`config.mk`:
```
export PLATFORM = sky130hd
export DESIGN_NAME = phrq_ctrl
export DESIGN_NICKNAME = d
export VERILOG_FILES = /design/src/rtl/phrq_pkg.sv /design/src/rtl/phrq_ctrl.sv
export SDC_FILE = /design/constraint.sdc
export NUM_CORES = 1
export LEC_CHECK = 0
export BUFFER_PORTS_ARGS = -buffer_cell sky130_fd_sc_hd__buf_2
export CAP_MARGIN = 20
export CORE_AREA = 2 2 39 41
export DETAILED_ROUTE_END_ITERATION = 10
export DIE_AREA = 0 0 41 43
export SLEW_MARGIN = 40
export SYNTH_ARGS = -nofsm -noshare
export SYNTH_HDL_FRONTEND = slang
export SYNTH_SLANG_ARGS = --single-unit
```
`constraint.sdc`:
```
create_clock -name clk -period 1 [get_ports clk]
set_input_delay 0.2 -clock clk [delete_from_list [all_inputs] [get_ports clk]]
set_output_delay 0.2 -clock clk [all_outputs]
set_load 0.1 [all_outputs]
```
`src/rtl/phrq_pkg.sv`:
```
// Shared constants, codes and control types for the peak-hold ring queue.
`default_nettype none

package phrq_pkg;

    // ring geometry; pointers run modulo twice the depth
    localparam int DEPTH  = 1024;
    localparam int ADDR_W = $clog2(DEPTH);
    localparam int PTR_W  = ADDR_W + 1;

    localparam int PUSHES_PER_SEC = 1000;
    localparam int PUSH_CNT_W     = 10;
    localparam int COUNT_W        = 24;
    localparam int SPM_W          = 8;
    localparam int THR_W          = PUSH_CNT_W + SPM_W;

    localparam logic [SPM_W-1:0] SPM_RESET = 8'd48;

    // field widths
    localparam int LEN_W  = 14;
    localparam int DB_W   = 16;
    localparam int MUL_W  = 16;
    localparam int SEC_W  = 8;
    localparam int PEAK_W = 15;

    // slave tdata layout, lowest bit first
    localparam int LEN_LSB    = 0;
    localparam int IN_DB_LSB  = LEN_LSB + LEN_W;
    localparam int OUT_DB_LSB = IN_DB_LSB + DB_W;
    localparam int MUL_LSB    = OUT_DB_LSB + DB_W;
    localparam int SEC_LSB    = MUL_LSB + MUL_W;
    localparam int S_DATA_W   = 72;
    localparam int M_DATA_W   = 48;

    // configuration port
    localparam int CFG_IDX_W  = 1;
    localparam int CFG_DATA_W = 8;
    localparam logic [CFG_IDX_W-1:0] CFG_SAMPLES_PER_MS = 1'b0;
    localparam logic [CFG_IDX_W-1:0] CFG_ENABLE         = 1'b1;

    // operation carried in tuser
    localparam logic OP_PUSH = 1'b0;
    localparam logic OP_READ = 1'b1;

    typedef struct packed {
        logic [MUL_W-1:0]  mul;
        logic [PEAK_W-1:0] out_db;
        logic [PEAK_W-1:0] in_db;
    } ring_word_t;

    typedef struct packed {
        logic load;        // latch the input word
        logic fold;        // fold levels into held maxima, add length
        logic push_eval;   // compare count with threshold, push on hit
        logic rd_issue;    // pop one slot, read the ring
        logic rd_acc;      // fold the read entry into the section maxima
        logic out_load;    // hand the section maxima to the output register
        logic clr_write;   // clearing pass after reset
    } ctrl_cmd_t;

    typedef struct packed {
        logic enable;
        logic sec_zero;
        logic clr_last;
        logic out_free;
    } dp_status_t;

endpackage

`default_nettype wire

```
`src/rtl/phrq_ctrl.sv`:
```
// Controller: sequences clearing, push and read work and drives datapath commands.
`default_nettype none

module phrq_ctrl (
    input  wire                   clk,
    input  wire                   rst_n,
    input  wire                   s_tvalid,
    input  wire                   s_tuser,
    output logic                  s_tready,
    output phrq_pkg::ctrl_cmd_t   cmd,
    input  wire phrq_pkg::dp_status_t status
);
    import phrq_pkg::*;

    typedef enum logic [2:0] {
        ST_CLEAR,
        ST_IDLE,
        ST_FOLD,
        ST_EVAL,
        ST_RD_CHECK,
        ST_RD_ISSUE,
        ST_RD_ACC,
        ST_RD_DONE
    } state_t;

    state_t state_reg, state_next;
    logic   accept;

    always_comb
    begin
        s_tready   = (state_reg == ST_IDLE);
        accept     = s_tready && s_tvalid;
        cmd        = '0;
        state_next = state_reg;

        unique case (state_reg)
            ST_CLEAR:
            begin
                cmd.clr_write = 1'b1;
                if (status.clr_last)
                    state_next = ST_IDLE;
            end
            ST_IDLE:
            begin
                if (accept)
                begin
                    cmd.load   = 1'b1;
                    state_next = (s_tuser == OP_READ) ? ST_RD_CHECK : ST_FOLD;
                end
            end
            ST_FOLD:
            begin
                // drop pushes while disabled
                cmd.fold   = status.enable;
                state_next = status.enable ? ST_EVAL : ST_IDLE;
            end
            ST_EVAL:
            begin
                cmd.push_eval = 1'b1;
                state_next    = ST_IDLE;
            end
            ST_RD_CHECK:
            begin
                state_next = status.sec_zero ? ST_RD_DONE : ST_RD_ISSUE;
            end
            ST_RD_ISSUE:
            begin
                cmd.rd_issue = 1'b1;
                state_next   = ST_RD_ACC;
            end
            ST_RD_ACC:
            begin
                cmd.rd_acc = 1'b1;
                state_next = ST_RD_CHECK;
            end
            ST_RD_DONE:
            begin
                // hold until the output register is free
                if (status.out_free)
                begin
                    cmd.out_load = 1'b1;
                    state_next   = ST_IDLE;
                end
            end
            default:
            begin
                state_next = ST_IDLE;
            end
        endcase
    end

    always_ff @(posedge clk or negedge rst_n)
    begin
        if (!rst_n)
            state_reg <= ST_CLEAR;
        else
            state_reg <= state_next;
    end

    a_no_accept_in_clear: assert property (@(posedge clk) disable iff (!rst_n)
        state_reg == ST_CLEAR |-> !cmd.load && !cmd.rd_issue && !cmd.push_eval)
        else $error("work started during clearing pass");

    a_read_ends_in_output: assert property (@(posedge clk) disable iff (!rst_n)
        cmd.out_load |=> state_reg == ST_IDLE)
        else $error("output load did not return to idle");

    a_issue_then_acc: assert property (@(posedge clk) disable iff (!rst_n)
        cmd.rd_issue |=> cmd.rd_acc)
        else $error("ring read not folded");

endmodule

`default_nettype wire

```
==> metrics.csv <==
metric,value,unit
r2r_start,state_reg[2],
avgViaCountPerCell,4.45,
period_needed,1.49,ns
synthCells,30,
design_area,726,sq um
reg2reg_depth,6,
core.rowCount,14,
dieArea,0.00176,sq mm
final_core_util,0.524,
layout-drive-gt1-share,0.781,
final.setup.worst_slack,-0.486,ns
fin_worst_skew,0.000805,ns
syn_area,239,sq um
grt-ovfl-total,0,
htree_levels,1,
die_y,43,um
layout_commonest_cell,buf_4,
clk_pin_slew_worst_paths,0.04,ns
worstPathRequired,0.80,ns
tightest_slew,0.277,ns
routabilityCongestion,0.722,
start_kind,register,
finalSetupViolations,11,
gr-usage-all-layers,0.104,
route.detailed.drc,0,
dpl-instance-area,578,sq um
worstSetupEndpointType,primary output,
violations,setup timing,
clk_latency,0.23,ns
hp-start,status[0],
avgRoutedWirePerCell,11.0,um
cts_buffers,3,
cp.arrival,1.29,ns
clock_sinks,3,
slew_violations,0,
n_antenna_cell,0,
hp-class,in2reg,
firstDrtPassIters,4,
dp_slack,-0.255,ns
antenna_found_initial,0,
drtAntennaViolNets,0,
period_share,1.49,
start_util,0.173,
fmax,0.673,GHz
largest_register_ff_count,3,
grt_pass1_wl,1170,um
grt_max_degree,11,
criticalPathCategory,reg2out,
numPortBuffers,15,
cts_tree,done,
ys_seq_area_frac,0.314,
relSlewSlack,0.813,
crit_fanout,5,
final_cell_mix,"buf_4 (10), buf_12 (9), buf_2 (7)",
r2r_end,state_reg[1],
grt_setup_unrepaired,true,
clockRootBuffer,clkbuf_4,
synthesis.nets,38,
clockBufferDepth,2,
area_growth,204,%
ys_seq_elements,3,
hold_viol,0,
rrSetupSlack,-0.40,ns
wl,879,um
num_vias,356,
synth.distinct_cells,19,
grt_pass1_vias,313,
avgSynthCellArea,7.97,sq um
max-cap-violations,0,
core-area,0.00138,sq mm
dr.first_iter.drc_count,1,
num-nets-final,73,
min_to,state_reg[2],
die_x,41,um
fill_cells,122,
yosysWarningCount,0,
hold_depth,4,
pin_count,16,
status,"finished, violations left",
-- Yosys cell counts --
| cell | number | area share |
|---|---|---|
| nor4b_2 | 1 | 0.063 |
| nor3b_2 | 1 | 0.052 |
| nor3_1 | 1 | 0.021 |
| a22oi_1 | 1 | 0.031 |
| and2_1 | 1 | 0.026 |
| dfrtp_1 | 3 | 0.31 |
| nor2b_1 | 1 | 0.026 |
| o21ai_0 | 2 | 0.042 |
| a31oi_1 | 2 | 0.052 |
| o31ai_1 | 1 | 0.031 |
| buf_4 | 2 | 0.063 |
| and3_1 | 1 | 0.026 |
| nor3b_1 | 2 | 0.063 |
| nand2_1 | 4 | 0.063 |
| nor2_1 | 2 | 0.031 |
| inv_2 | 1 | 0.016 |
| o21ai_1 | 1 | 0.021 |
| inv_1 | 1 | 0.016 |
| a21oi_1 | 2 | 0.042 |
-- cell families (layout without fill, tap and decap cells) --
logic type,count (synthesis),in the layout,synth area share
AOI/OAI and AO/OA,9,9,0.220
buffers and inverters,4,38,0.0942
DFF,3,3,0.314
and+or+nand+nor,14,14,0.372
-- timing repair --
item / in CTS / in global routing
gates resized for setup: 9 / 7
hold buffers: 1 / 0
buffers inserted: 2 / 5
setup endpoints to repair: 10 / 11
endpoints found under the hold margin: 3 / 0
pin swaps: 5 / 5
-- area by class of cell --
cell class	count	area (sq um)	area share
sequential	3	77.6	0.107
timing repair buffer	32	357	0.491
inverter	2	10.0	0.0138
clock buffer	4	26.3	0.0362
tap	16	20.0	0.0276
multi-input combinational	23	235	0.324
-- stage by stage --
step	hold WS, ns	setup TNS [ns]	instances
6_report	0.259	-4.28	80
3_5_place_dp	-0.00225	-1.97	68
5_1_grt	0.278	-4.83	80
2_1_floorplan	-0.0956	-5.48	30
4_1_cts	0.259	-4.13	75
3_3_place_gp	-0.00413	-1.84	68
-- worst max-delay path, cell delays in order (launching register included) --
cell and delay, ns:
dfrtp_2 0.45, inv_4 0.08, nor4b_4 0.31, buf_12 0.21
-- worst max path at each step --
stage	start	end	slack, ns	cells past startpoint
2_1_floorplan	state_reg[2]	cmd[6]	-0.99	2
3_3_place_gp	state_reg[0]	cmd[5]	-0.24	3
3_5_place_dp	state_reg[0]	cmd[5]	-0.25	3
4_1_cts	state_reg[1]	cmd[5]	-0.50	3
5_1_grt	state_reg[1]	cmd[5]	-0.54	3
6_report	state_reg[1]	cmd[5]	-0.49	3
-- per-layer routing --
| metal | vias up | routed length, um | global-route usage | part of all wire |
|---|---|---|---|---|
| met5 | - | 0 | 0 | 0 |
| met2 | 12 | 515 | 0.172 | 0.59 |
| met3 | 4 | 34 | 0 | 0.039 |
| li1 | 175 | - | - | - |
| met4 | 0 | 31 | 0.100 | 0.035 |
| met1 | 165 | 297 | 0.107 | 0.34 |
Power is left out: the tool's default activity adds up to more than one toggle a clock period on the data nets, which glitch-free logic cannot reach.
